===== config.mk =====
export PLATFORM = sky130hd
export DESIGN_NAME = disk_request_sequencer
export DESIGN_NICKNAME = d
export VERILOG_FILES = /design/src/hdl/dsq_pkg.sv /design/src/hdl/disk_request_sequencer.sv /design/src/hdl/dsq_front.sv /design/src/hdl/dsq_evq.sv /design/src/hdl/dsq_back.sv
export SDC_FILE = /design/constraint.sdc
export NUM_CORES = 1
export LEC_CHECK = 0
export BUFFER_PORTS_ARGS = -buffer_cell sky130_fd_sc_hd__buf_4
export CAP_MARGIN = 40
export CELL_PAD_IN_SITES_DETAIL_PLACEMENT = 1
export CELL_PAD_IN_SITES_GLOBAL_PLACEMENT = 2
export CORE_UTILIZATION = 40
export CTS_BUF_LIST = sky130_fd_sc_hd__clkbuf_4 sky130_fd_sc_hd__clkbuf_8
export DETAILED_ROUTE_END_ITERATION = 10
export GPL_TIMING_DRIVEN = 1
export HOLD_SLACK_MARGIN = 0.06
export PLACE_DENSITY_LB_ADDON = 0.1
export SLEW_MARGIN = 20
export SYNTH_ARGS = -nofsm -noshare
export SYNTH_HDL_FRONTEND = slang
export SYNTH_SLANG_ARGS = --single-unit

===== constraint.sdc =====
create_clock -name clock -period 8 [get_ports clock]
set_input_delay 1.2 -clock clock [delete_from_list [all_inputs] [get_ports clock]]
set_output_delay 1.2 -clock clock [all_outputs]
set_load 0.01 [all_outputs]

===== src/hdl/dsq_pkg.sv =====
// ----------------------------------------------------------------------------
// dsq_pkg
// Types and constants shared by the disk request sequencer modules.
// ----------------------------------------------------------------------------
package dsq_pkg;

   // configuration register indexes
   localparam int CSR_IDX_W = 2;
   localparam logic [CSR_IDX_W-1:0] CSR_BLOCK_LIMIT = 2'd0;
   localparam logic [CSR_IDX_W-1:0] CSR_UNIT_LIMIT  = 2'd1;
   localparam logic [CSR_IDX_W-1:0] CSR_RETRY_LIMIT = 2'd2;

   localparam logic [15:0] BLOCK_LIMIT_RST = 16'd1232;
   localparam logic [2:0]  UNIT_LIMIT_RST  = 3'd2;
   localparam logic [3:0]  RETRY_LIMIT_RST = 4'd10;

   // per-sector advance
   localparam logic [15:0] WCOUNT_STEP = 16'd256;
   localparam logic [15:0] ADDR_STEP   = 16'd512;

   // result kinds
   localparam logic KIND_CMD  = 1'b0;
   localparam logic KIND_DONE = 1'b1;

   localparam int EVQ_DEPTH = 2;

   typedef enum logic [1:0] {
      EV_SUBMIT,
      EV_REJECT,
      EV_COMPLETE
   } ev_kind_type;

   typedef enum logic [1:0] {
      BK_IDLE,
      BK_READ,
      BK_LOAD
   } back_state_type;

   // classified item handed from front to back
   typedef struct packed {
      ev_kind_type  kind;
      logic [7:0]   tag;
      logic [1:0]   unit;
      logic [15:0]  block;
      logic [15:0]  wcount;
      logic         rd;
      logic [15:0]  addr;
      logic         err;
   } ev_type;

   // one result
   typedef struct packed {
      logic         kind;
      logic [7:0]   tag;
      logic [1:0]   unit;
      logic [3:0]   sector;
      logic [6:0]   track;
      logic         rd;
      logic [15:0]  addr;
      logic         failed;
      logic         last;
   } rsp_type;

endpackage


===== src/hdl/disk_request_sequencer.sv =====
// ----------------------------------------------------------------------------
// disk_request_sequencer
// Queues disk transfer requests and sequences per-sector commands, retries
// and finish reports from controller completions.
//
//   channel   direction   handshake               payload
//   req_      in          req_valid / req_ready   cmd, tag, unit, block, count,
//                                                 direction, address, error
//   rsp_      out         rsp_valid / rsp_ready   kind, tag, command, failed, last
//   csr_      in          csr_valid / csr_ready   index, write data
//
// A request enters the event queue as a registered entry and the back end
// takes it from there; a finished request hands over to the next queued one
// through the BK_READ and BK_LOAD states (registered FIFO read), and each
// result is held in the result register. Up to two requests wait in the
// event queue while the result side stalls. No clearing pass after reset;
// the block is ready right out of reset. Configuration writes are always taken.
// ----------------------------------------------------------------------------
module disk_request_sequencer import dsq_pkg::*; #(
   parameter int QUEUE_DEPTH = 16
) (
   input  logic                 clock,
   input  logic                 reset,
   input  logic                 req_valid,
   output logic                 req_ready,
   input  logic                 req_cmd,
   input  logic [7:0]           req_req_tag,
   input  logic [2:0]           req_drive_unit,
   input  logic [15:0]          req_start_block,
   input  logic signed [15:0]   req_word_count,
   input  logic                 req_is_read,
   input  logic [15:0]          req_mem_address,
   input  logic                 req_ctrl_error,
   output logic                 rsp_valid,
   input  logic                 rsp_ready,
   output logic                 rsp_kind,
   output logic [7:0]           rsp_out_tag,
   output logic [1:0]           rsp_out_unit,
   output logic [3:0]           rsp_sector,
   output logic [6:0]           rsp_track,
   output logic                 rsp_out_read,
   output logic [15:0]          rsp_out_address,
   output logic                 rsp_failed,
   output logic                 rsp_last,
   input  logic                 csr_valid,
   output logic                 csr_ready,
   input  logic [CSR_IDX_W-1:0] csr_index,
   input  logic [15:0]          csr_wdata
);

   logic       evq_full, ev_push, ev_pop, ev_valid;
   ev_type     ev_in, ev_head;
   logic [3:0] retry_limit;
   rsp_type    rsp;

   dsq_front u_front (
      .clock           (clock),
      .reset           (reset),
      .req_valid       (req_valid),
      .req_ready       (req_ready),
      .req_cmd         (req_cmd),
      .req_req_tag     (req_req_tag),
      .req_drive_unit  (req_drive_unit),
      .req_start_block (req_start_block),
      .req_word_count  (req_word_count),
      .req_is_read     (req_is_read),
      .req_mem_address (req_mem_address),
      .req_ctrl_error  (req_ctrl_error),
      .csr_valid       (csr_valid),
      .csr_ready       (csr_ready),
      .csr_index       (csr_index),
      .csr_wdata       (csr_wdata),
      .evq_full        (evq_full),
      .ev_push         (ev_push),
      .ev_out          (ev_in),
      .retry_limit     (retry_limit)
   );

   dsq_evq u_evq (
      .clock     (clock),
      .reset     (reset),
      .push      (ev_push),
      .push_data (ev_in),
      .full      (evq_full),
      .pop       (ev_pop),
      .valid     (ev_valid),
      .head      (ev_head)
   );

   dsq_back #(.QUEUE_DEPTH(QUEUE_DEPTH)) u_back (
      .clock       (clock),
      .reset       (reset),
      .ev_valid    (ev_valid),
      .ev          (ev_head),
      .ev_pop      (ev_pop),
      .retry_limit (retry_limit),
      .rsp_valid   (rsp_valid),
      .rsp_ready   (rsp_ready),
      .rsp         (rsp)
   );

   assign rsp_kind        = rsp.kind;
   assign rsp_out_tag     = rsp.tag;
   assign rsp_out_unit    = rsp.unit;
   assign rsp_sector      = rsp.sector;
   assign rsp_track       = rsp.track;
   assign rsp_out_read    = rsp.rd;
   assign rsp_out_address = rsp.addr;
   assign rsp_failed      = rsp.failed;
   assign rsp_last        = rsp.last;

endmodule


===== src/hdl/dsq_front.sv =====
// ----------------------------------------------------------------------------
// dsq_front
// Accepts requests, holds the limit registers and classifies each request
// as submit, reject or completion before handing it to the event queue.
// ----------------------------------------------------------------------------
module dsq_front import dsq_pkg::*; (
   input  logic                 clock,
   input  logic                 reset,
   input  logic                 req_valid,
   output logic                 req_ready,
   input  logic                 req_cmd,
   input  logic [7:0]           req_req_tag,
   input  logic [2:0]           req_drive_unit,
   input  logic [15:0]          req_start_block,
   input  logic signed [15:0]   req_word_count,
   input  logic                 req_is_read,
   input  logic [15:0]          req_mem_address,
   input  logic                 req_ctrl_error,
   input  logic                 csr_valid,
   output logic                 csr_ready,
   input  logic [CSR_IDX_W-1:0] csr_index,
   input  logic [15:0]          csr_wdata,
   input  logic                 evq_full,
   output logic                 ev_push,
   output ev_type               ev_out,
   output logic [3:0]           retry_limit
);

   logic [15:0] block_limit_ff, block_limit_in;
   logic [2:0]  unit_limit_ff, unit_limit_in;
   logic [3:0]  retry_limit_ff, retry_limit_in;
   logic        csr_we;

   assign csr_ready = 1'b1;
   assign csr_we    = csr_valid & csr_ready;

   always_comb begin
      block_limit_in = block_limit_ff;
      unit_limit_in  = unit_limit_ff;
      retry_limit_in = retry_limit_ff;
      if (csr_we) begin
         unique case (csr_index)
            CSR_BLOCK_LIMIT: block_limit_in = csr_wdata;
            CSR_UNIT_LIMIT:  unit_limit_in  = csr_wdata[2:0];
            CSR_RETRY_LIMIT: retry_limit_in = csr_wdata[3:0];
            default: ;
         endcase
      end
   end

   always_ff @(posedge clock) begin
      if (reset) begin
         block_limit_ff <= BLOCK_LIMIT_RST;
         unit_limit_ff  <= UNIT_LIMIT_RST;
         retry_limit_ff <= RETRY_LIMIT_RST;
      end else begin
         block_limit_ff <= block_limit_in;
         unit_limit_ff  <= unit_limit_in;
         retry_limit_ff <= retry_limit_in;
      end
   end

   assign retry_limit = retry_limit_ff;
   assign req_ready   = ~evq_full;
   assign ev_push     = req_valid & req_ready;

   always_comb begin
      ev_out.tag    = req_req_tag;
      ev_out.unit   = req_drive_unit[1:0];
      ev_out.block  = req_start_block;
      ev_out.wcount = req_word_count;
      ev_out.rd     = req_is_read;
      ev_out.addr   = req_mem_address;
      ev_out.err    = req_ctrl_error;
      priority if (req_cmd)
         ev_out.kind = EV_COMPLETE;
      else if (req_start_block >= block_limit_ff || req_drive_unit >= unit_limit_ff)
         ev_out.kind = EV_REJECT;
      else
         ev_out.kind = EV_SUBMIT;
   end

endmodule


===== src/hdl/dsq_evq.sv =====
// ----------------------------------------------------------------------------
// dsq_evq
// Two-entry queue of classified requests between front and back.
// ----------------------------------------------------------------------------
module dsq_evq import dsq_pkg::*; (
   input  logic   clock,
   input  logic   reset,
   input  logic   push,
   input  ev_type push_data,
   output logic   full,
   input  logic   pop,
   output logic   valid,
   output ev_type head
);

   ev_type      slot_ff [EVQ_DEPTH];
   logic        wr_ptr_ff, wr_ptr_in;
   logic        rd_ptr_ff, rd_ptr_in;
   logic [1:0]  count_ff, count_in;
   logic        do_pop;

   assign valid  = (count_ff != 2'd0);
   assign full   = (count_ff == 2'(EVQ_DEPTH));
   assign head   = slot_ff[rd_ptr_ff];
   assign do_pop = pop & valid;

   always_comb begin
      wr_ptr_in = push ? ~wr_ptr_ff : wr_ptr_ff;
      rd_ptr_in = do_pop ? ~rd_ptr_ff : rd_ptr_ff;
      count_in  = count_ff + 2'(push) - 2'(do_pop);
   end

   always_ff @(posedge clock) begin
      if (reset) begin
         wr_ptr_ff <= 1'b0;
         rd_ptr_ff <= 1'b0;
         count_ff  <= 2'd0;
      end else begin
         wr_ptr_ff <= wr_ptr_in;
         rd_ptr_ff <= rd_ptr_in;
         count_ff  <= count_in;
      end
   end

   always_ff @(posedge clock) begin
      if (push)
         slot_ff[wr_ptr_ff] <= push_data;
   end

endmodule


===== src/hdl/dsq_back.sv =====
// ----------------------------------------------------------------------------
// dsq_back
// Request FIFO, head request registers, retry bookkeeping and the result
// register. Carries out one classified request at a time.
// ----------------------------------------------------------------------------
module dsq_back import dsq_pkg::*; #(
   parameter int QUEUE_DEPTH = 16
) (
   input  logic       clock,
   input  logic       reset,
   input  logic       ev_valid,
   input  ev_type     ev,
   output logic       ev_pop,
   input  logic [3:0] retry_limit,
   output logic       rsp_valid,
   input  logic       rsp_ready,
   output rsp_type    rsp
);

   localparam int PTR_W = (QUEUE_DEPTH > 1) ? $clog2(QUEUE_DEPTH) : 1;
   localparam int CNT_W = $clog2(QUEUE_DEPTH + 1);

   typedef struct packed {
      logic [7:0]  tag;
      logic [1:0]  unit;
      logic [15:0] block;
      logic [15:0] wcount;
      logic        rd;
      logic [15:0] addr;
   } entry_type;

   entry_type      mem [QUEUE_DEPTH];
   entry_type      rd_data_ff;
   entry_type      wr_data;
   logic           mem_we;

   back_state_type state_ff, state_in;
   logic [PTR_W-1:0] head_ptr_ff, head_ptr_in, tail_ptr_ff, tail_ptr_in;
   logic [PTR_W-1:0] head_inc, tail_inc;
   logic [CNT_W-1:0] count_ff, count_in;
   logic           busy_ff, busy_in;
   logic [3:0]     retry_ff, retry_in;
   logic           hfail_ff, hfail_in;
   entry_type      hd_ff, hd_in;
   rsp_type        rsp_ff, rsp_in;
   logic           rsp_valid_ff, rsp_valid_in;
   logic           rsp_load;

   logic           slot_free, q_full, retry_ok, last_entry, sector_done, pop_next;
   logic [15:0]    wc_next;

   function automatic rsp_type make_cmd(entry_type e);
      rsp_type r;
      r.kind   = KIND_CMD;
      r.tag    = e.tag;
      r.unit   = e.unit;
      r.sector = e.block[3:0];
      r.track  = e.block[10:4];
      r.rd     = e.rd;
      r.addr   = e.addr;
      r.failed = 1'b0;
      r.last   = 1'b1;
      return r;
   endfunction

   function automatic rsp_type make_done(logic [7:0] tag, logic failed, logic last);
      rsp_type r;
      r        = '0;
      r.kind   = KIND_DONE;
      r.tag    = tag;
      r.failed = failed;
      r.last   = last;
      return r;
   endfunction

   assign slot_free   = ~rsp_valid_ff | rsp_ready;
   assign q_full      = (count_ff == CNT_W'(QUEUE_DEPTH));
   assign retry_ok    = (retry_ff < retry_limit);
   assign last_entry  = (count_ff == CNT_W'(1));
   assign wc_next     = hd_ff.wcount + WCOUNT_STEP;
   assign sector_done = (wc_next == 16'd0);
   assign head_inc    = (head_ptr_ff == PTR_W'(QUEUE_DEPTH - 1)) ? '0 : head_ptr_ff + PTR_W'(1);
   assign tail_inc    = (tail_ptr_ff == PTR_W'(QUEUE_DEPTH - 1)) ? '0 : tail_ptr_ff + PTR_W'(1);

   // completion that finishes the head while another request waits behind it
   assign pop_next = ev_valid & slot_free & (ev.kind == EV_COMPLETE) & busy_ff &
                     ~(ev.err & retry_ok) & sector_done & ~last_entry;

   always_comb begin
      wr_data.tag    = ev.tag;
      wr_data.unit   = ev.unit;
      wr_data.block  = ev.block;
      wr_data.wcount = ev.wcount;
      wr_data.rd     = ev.rd;
      wr_data.addr   = ev.addr;
   end

   // next state
   always_comb begin
      state_in = state_ff;
      unique case (state_ff)
         BK_IDLE: if (pop_next) state_in = BK_READ;
         BK_READ: state_in = BK_LOAD;
         BK_LOAD: if (slot_free) state_in = BK_IDLE;
         default: state_in = BK_IDLE;
      endcase
   end

   // datapath and outputs
   always_comb begin
      head_ptr_in = head_ptr_ff;
      tail_ptr_in = tail_ptr_ff;
      count_in    = count_ff;
      busy_in     = busy_ff;
      retry_in    = retry_ff;
      hfail_in    = hfail_ff;
      hd_in       = hd_ff;
      rsp_in      = rsp_ff;
      rsp_load    = 1'b0;
      mem_we      = 1'b0;
      ev_pop      = 1'b0;
      unique case (state_ff)
         BK_IDLE: begin
            if (ev_valid && slot_free) begin
               ev_pop = ~pop_next;
               unique case (ev.kind)
                  EV_REJECT: begin
                     rsp_load = 1'b1;
                     rsp_in   = make_done(ev.tag, 1'b1, 1'b1);
                  end
                  EV_SUBMIT: begin
                     if (q_full) begin
                        rsp_load = 1'b1;
                        rsp_in   = make_done(ev.tag, 1'b1, 1'b1);
                     end else begin
                        mem_we      = 1'b1;
                        tail_ptr_in = tail_inc;
                        count_in    = count_ff + CNT_W'(1);
                        if (!busy_ff) begin
                           // queue was empty: the new request is the head
                           busy_in  = 1'b1;
                           hd_in    = wr_data;
                           rsp_load = 1'b1;
                           rsp_in   = make_cmd(wr_data);
                        end
                     end
                  end
                  EV_COMPLETE: begin
                     if (busy_ff) begin
                        if (ev.err && retry_ok) begin
                           retry_in = retry_ff + 4'd1;
                           rsp_load = 1'b1;
                           rsp_in   = make_cmd(hd_ff);
                        end else begin
                           retry_in = 4'd0;
                           if (sector_done) begin
                              rsp_load    = 1'b1;
                              rsp_in      = make_done(hd_ff.tag, hfail_ff | ev.err,
                                                      last_entry);
                              hfail_in    = 1'b0;
                              head_ptr_in = head_inc;
                              count_in    = count_ff - CNT_W'(1);
                              if (last_entry) busy_in = 1'b0;
                           end else begin
                              hfail_in     = hfail_ff | ev.err;
                              hd_in.wcount = wc_next;
                              hd_in.block  = hd_ff.block + 16'd1;
                              hd_in.addr   = hd_ff.addr + ADDR_STEP;
                              rsp_load     = 1'b1;
                              rsp_in       = make_cmd(hd_in);
                           end
                        end
                     end
                  end
                  default: ;
               endcase
            end
         end
         BK_READ: ;
         BK_LOAD: begin
            if (slot_free) begin
               ev_pop   = 1'b1;
               hd_in    = rd_data_ff;
               rsp_load = 1'b1;
               rsp_in   = make_cmd(rd_data_ff);
            end
         end
         default: ;
      endcase
      rsp_valid_in = rsp_load | (rsp_valid_ff & ~rsp_ready);
   end

   always_ff @(posedge clock) begin
      if (reset) begin
         state_ff     <= BK_IDLE;
         head_ptr_ff  <= '0;
         tail_ptr_ff  <= '0;
         count_ff     <= '0;
         busy_ff      <= 1'b0;
         retry_ff     <= 4'd0;
         hfail_ff     <= 1'b0;
         rsp_valid_ff <= 1'b0;
      end else begin
         state_ff     <= state_in;
         head_ptr_ff  <= head_ptr_in;
         tail_ptr_ff  <= tail_ptr_in;
         count_ff     <= count_in;
         busy_ff      <= busy_in;
         retry_ff     <= retry_in;
         hfail_ff     <= hfail_in;
         rsp_valid_ff <= rsp_valid_in;
      end
   end

   always_ff @(posedge clock) begin
      hd_ff  <= hd_in;
      rsp_ff <= rsp_in;
   end

   // request FIFO storage, read port follows the head pointer
   always_ff @(posedge clock) begin
      if (mem_we)
         mem[tail_ptr_ff] <= wr_data;
      rd_data_ff <= mem[head_ptr_ff];
   end

   assign rsp_valid = rsp_valid_ff;
   assign rsp       = rsp_ff;

endmodule


# Word-level counts from Yosys, hierarchy flattened

Memories as Yosys holds them, arrays and structs flattened. A register that Yosys moved wholly into a read port is not among the register bits.
Index checks and enable logic that the tools add are counted.

Memories kept: 2
Input bits: 85
Bits in registers: 149
Memory bits (writable): 1068

Memories:

| memory        | depth | width | rd ports | clocked after memory_dff | wr ports | line           | source |
|---|---|---|---|---|---|---|---|
| u_back.mem    | 16    | 59    | 1        | 1                        | 1        | dsq_back.sv:32 | `entry_type mem [QUEUE_DEPTH];` |
| u_evq.slot_ff | 2     | 62    | 1        | 1                        | 1        | dsq_evq.sv:16  | `ev_type slot_ff [EVQ_DEPTH];` |

$add $sub $neg: 10
Mux-type cells: 63
Equality and inequality tests: 29
Order comparisons: 3
Bitwise gates (word level): 23
Reductions and logical operators: 23

Operator list:

| kind                                           | count |
|---|---|
| two-way mux 41 bit                             | 7 |
| two-way mux 59 bit                             | 4 |
| one-hot mux 41 bit (3 select lines)            | 1 |
| one-hot mux 59 bit (2 select lines)            | 1 |
| two-way mux 32 bit                             | 3 |
| one-hot mux 41 bit (2 select lines)            | 1 |
| one-hot mux 32 bit (2 select lines)            | 1 |
| two-way mux 16 bit                             | 3 |
| one-hot mux 16 bit (2 select lines)            | 1 |
| two-way mux 1 bit                              | 24 |
| two-way mux 5 bit                              | 4 |
| AND reduction 6 bit                            | 3 |
| adder 16 x 1 -> 16 bit, second input constant  | 1 |
| adder 16 x 10 -> 16 bit, second input constant | 1 |
| adder 16 x 9 -> 16 bit, second input constant  | 1 |
| >= comparator 16 bit                           | 1 |
| zero test 16 bit                               | 1 |
| adder 4 x 1 -> 4 bit, second input constant    | 3 |
| two-way mux 4 bit                              | 3 |
| != test 2 x 1 -> 1 bit, second input constant  | 6 |
| != test 3 bit, second input constant           | 4 |
| AND reduction 4 bit                            | 3 |
| AND 1 bit                                      | 10 |
| two-way mux 10 bit                             | 1 |
| 31 further kinds                               | 63 |

# Longest topological paths before layout

Word-level depth: 14
Mapped depth: 13
Gate-level depth less buffers: 12

# Cells and area by module

From an unflattened synthesis, not the netlist that was laid out.

Cell total of the unflattened synthesis: 2353
Area, all modules: 46617.2 µm²

Modules (own cells, without submodules):

| module    | area each (µm²) | cells each | times used |
|---|---|---|---|
| dsq_back  | 39815.7         | 1916       | 1 |
| dsq_evq   | 5021.1          | 216        | 1 |
| dsq_front | 1780.5          | 221        | 1 |

# Worst setup path before layout

Ideal clock, no wire load.

Path type: input port to flip-flop
From: in rsp_ready
To: mem u_back.mem[2][0] (netlist name), enable pin
Setup slack: 1.328 ns
Setup time: 0.532 ns
Stages: 6
Required time: 7.468 ns
Data arrival time: 6.140 ns
Path buffers: 1
Path through: nor2b_1 nor4_1 and2_1 clkbuf_1 nand2_1 nor3_1

Word-level cells in the longest chain between the ends: 6

RTL lines:

| element                                 | line                         | source |
|---|---|---|
| start, declared                         | disk_request_sequencer.sv:35 | `input logic rsp_ready,` |
| bitwise OR 1 bit                        | dsq_back.sv:76               | `assign slot_free = ~rsp_valid_ff \| rsp_ready;` |
| logical AND 1 bit                       | dsq_back.sv:124              | `if (ev_valid && slot_free) begin` |
| two-way mux 1 bit                       | dsq_back.sv:124              |  |
| two-way mux 1 bit                       | dsq_back.sv:122              | `unique case (state_ff)` |
| two-way mux 1 bit                       | dsq_back.sv:222              | `if (mem_we)` |
| two-way mux 1 bit (implied by the code) | dsq_back.sv:223              | `mem[tail_ptr_ff] <= wr_data;` |
| end, declared                           | dsq_back.sv:32               |  |

Every way passes these cells.

==> results_dict.tcl <==
set metrics [dict create \
    rrSetupSlack_ns 3.76 \
    synth.avg_cell_area_um2 19.5 \
    end_kind "flip-flop" \
    synthArstFlopShare_pct 0 \
    synth_nets 2459 \
    cts_hold_buf 0 \
    crit_top_cell "buf_4" \
    synth_edf_count 1073 \
    path_cells "buf_4, nor2_1, a22oi_2, buf_4, o31ai_1, o21ai_2, buf_4" \
    hold_violations 0 \
    grt_use_total_pct 20.0 \
    p_sw_share_pct 26.3 \
    hold_path.startpoint "u_front.block_limit_ff[14]$_SDFFE_PP0P_" \
    grt_max_degree 140 \
    drc_errors 0 \
    synth_seq_cells 1177 \
    p_int_mw 11.2 \
    cts.clk_slew.worst_paths_ns 0.05 \
    area_delta_synth_final_pct 16.2 \
    p_leak_nw 17.1 \
    rows 123 \
    syn_inst 2337 \
    die_w_um 339 \
    holdPathStages 2 \
    cts.path.max_buffers 3 \
    p_sw_mw 3.99 \
    met1_usage_pct 27.3 \
    nNetsFinal 2732 \
    drive_above_1_share_pct 31.2 \
    crit_slowest_cell "dfxtp_4" \
    setup_tns_ns 0 \
    grt_overflow 0 \
    cp_top_family "buffers and inverters" \
    synth-seq-area-share_pct 75.3 \
    rr_worst_depth 7 \
    yosysWarnings 0 \
    synth_cell_types 67 \
    hold_path.class "flip-flop to flip-flop" \
    synthFlopType "edfxtp_1" \
    grt_pass1_vias 25100 \
    ios 129 \
    maxSlewHeadroom_pct 32.6 \
    cts-root-buf "clkbuf_8" \
    antenna_found_initial 3 \
    met3_usage_pct 3.47 \
    power_frac_comb_pct 13.0 \
    critPathLaunchType "flip-flop" \
    wl_per_cell_um 26.5 \
    drt-vias-per-instance 5.35 \
    r2r_end "u_back.hd_ff[30]$_DFFE_PP_" \
    maxCapViolations 0 \
    crit_fanout 33 \
    hold-path-endpoint "u_front.block_limit_ff[14]$_SDFFE_PP0P_" \
    critPathMaxStageDelay_ns 0.67 \
    period_needed_ns 4.24 \
    seq_power_share_pct 51.6 \
    fin_crit_sh_pct 53.0 \
    clkLatencyLatePin_ns 0.87 \
    cts.htree.levels 4 \
    power-per-cell-area_nw_per_um2 287 \
    fp.dieH_um 339 \
    core_um2 113000 \
    worstMarginPinSlew_ns 1.01 \
    finalMaxSlewViolations 0 \
    rsz0062_at_grt "false" \
    cts_tree "built" \
    start_util_pct 40.4 \
    syn-cell-area_um2 45500 \
    postCtsSetupBuffers 0 \
    nFillCells 10500 \
    crit_arrival_ns 4.76 \
    critPathRequiredTime_ns 8.52 \
    post_cts_resized 0 \
    clockPowerShare_pct 35.4 \
    setup_viol 0 \
    peakVddDrop_mv 0.147 \
    dp_hpwl_mm 69.3 \
    vias 22900 \
    status "finished clean" \
    total_power_mw 15.2 \
    cts_buffers 197 \
    drt_pass1_iterations 7 \
    critPathKind "flip-flop to flip-flop" \
    fin_skew_ns 0.0302 \
    worst-path-buf-inv 3 \
    die_area_um2 115000 \
    top_usage_layer "met2" \
    ant_nets 0 \
    cts_sinks 1177 \
    fmax_ghz 0.236 \
    grt_pass1_wl_mm 168 \
    grtUsageMet2_pct 32.9 \
    routed_wl_mm 113 \
    drtIter0Drc 1492 \
    portBuffers 127 \
    place.gp.congestion 0.755 \
]
## worst max-delay path by stage
stage | start | endpoint | depth (start not counted)
floorplan | rsp_ready | u_back.mem[2][0]$_DFFE_PP_ | 6
global placement | rsp_ready | u_back.mem[14][10]$_DFFE_PP_ | 7
CTS | flip-flop | u_back.hd_ff[30]$_DFFE_PP_ | 7
finish | flip-flop | u_back.hd_ff[30]$_DFFE_PP_ | 7
detailed placement | rsp_ready | u_back.mem[3][53]$_DFFE_PP_ | 8
global route | flip-flop | u_back.hd_ff[30]$_DFFE_PP_ | 7
## cells in the mapped netlist (all sizes together) (3+ instances only)
cell / instances / area share [%]
a211o: 4 / 0.077
a211oi: 4 / 0.066
a21o: 10 / 0.16
a21oi: 80 / 0.88
a221o: 3 / 0.066
a31oi: 3 / 0.041
and3: 5 / 0.071
buf: 41 / 0.42
clkbuf: 73 / 0.60
dfxtp: 104 / 4.6
edfxtp: 1073 / 71
ha: 37 / 1.0
inv: 69 / 0.57
mux2: 33 / 0.82
mux2i: 39 / 0.86
mux4: 270 / 13
nand2: 122 / 1.0
nand2b: 12 / 0.16
nand3: 20 / 0.23
nand3b: 4 / 0.066
nand4: 7 / 0.096
nor2: 107 / 0.88
nor2b: 8 / 0.11
nor3: 17 / 0.19
nor4: 5 / 0.069
o21a: 4 / 0.066
o21ai: 82 / 0.90
o221ai: 16 / 0.31
or3: 7 / 0.11
or3b: 3 / 0.058
or4: 4 / 0.074
xnor2: 18 / 0.35
xor2: 21 / 0.40
## tightest hold or removal path: stages, from the launching register on
cell and delay, ns:
dfxtp_1 0.30, nand2_1 0.05, a21oi_1 0.05
## final cells by class
| type | count | area, µm² | area share, % |
|---|---|---|---|
| Sequential cell | 1177 | 34300 | 64.9 |
| Multi-Input combinational cell | 976 | 10700 | 20.2 |
| Clock buffer | 298 | 3550 | 6.71 |
| Tap cell | 1500 | 1880 | 3.55 |
| Timing Repair Buffer | 189 | 1760 | 3.32 |
| Clock inverter | 74 | 484 | 0.915 |
| Inverter | 69 | 259 | 0.489 |
| Antenna cell | 1 | 2.50 | 0.00473 |
## kinds of logic (layout without fill, tap and decap cells)
logic type	Yosys count	count (layout)	synth area share, %
other cells	1	2	0.00824
xor+xnor	39	39	0.750
buf+inv	184	630	1.61
mux	342	342	15.0
compound gates	228	228	3.00
flops	1177	1177	75.3
fa+ha+maj	37	37	1.02
simple gates	329	329	3.26
## through the flow
| step | hold slack [ns] | setup slack, ns | util [%] | area [µm²] | std cells |
|---|---|---|---|---|---|
| 2_1_floorplan | 0.436 | 1.33 | - | 45500 | 2337 |
| 3_3_place_gp | 0.444 | 2.91 | 43.0 | 48400 | 3890 |
| 3_5_place_dp | 0.448 | 3.14 | 43.4 | 48900 | 3910 |
| 4_1_cts | 0.420 | 3.57 | 47.0 | 52900 | 4282 |
| 5_1_grt | 0.439 | 3.40 | 47.0 | 52900 | 4284 |
| 6_report | 0.452 | 3.76 | 47.0 | 52900 | 4284 |
## power by group through the flow
stage               registers, mW  clock network [mW]  logic, mW
finish                       7.84                5.39       1.97
global route                 7.88                5.80       2.18
CTS                          7.85                5.56       2.03
global placement             7.96                   0       1.92
floorplan                    7.91                   0       1.10
detailed placement           7.97                   0       2.03
## layout by cell type (no fill, tap or decap), drive strengths merged, types with 39 or more instances in the layout
cell type  synthesis  layout
mux4             270     270
a21oi             80      80
clkinv             0      60
edfxtp          1073    1073
clkbuf            73     299
nand2            122     122
mux2i             39      39
inv               69      78
o21ai             82      82
nor2             107     107
buf               41     188
dfxtp            104     104
## routing by layer
layer	routed length [µm]	share of wire, %	up-vias
li1	-	-	9994
met1	50600	45	12200
met2	56200	50	530
met3	4540	4.0	161
met4	2100	1.9	0
met5	0	0	-
## registers in the layout, indices dropped and copies added, names as in the netlist, named ones only
| signal | count |
|---|---|
| u_back.state_ff | 2 |
| u_front.retry_limit | 4 |
| u_evq.rd_ptr_ff | 1 |
| u_front.unit_limit_ff | 3 |
| u_back.count_ff | 5 |
| u_back.mem | 864 |
| u_back.rsp_valid | 1 |
| u_evq.count_ff | 2 |
| u_back.retry_ff | 4 |
| u_back.busy_ff | 1 |
| u_back.rsp | 41 |
| u_back.tail_ptr_ff | 4 |
| u_evq.wr_ptr_ff | 1 |
| u_back.hfail_ff | 1 |
| u_front.block_limit_ff | 16 |
| u_evq.slot_ff | 114 |
| u_back.head_ptr_ff | 4 |
| u_back.hd_ff | 54 |
| u_back.rd_data_ff | 54 |
(Power assumes the default switching activity.)
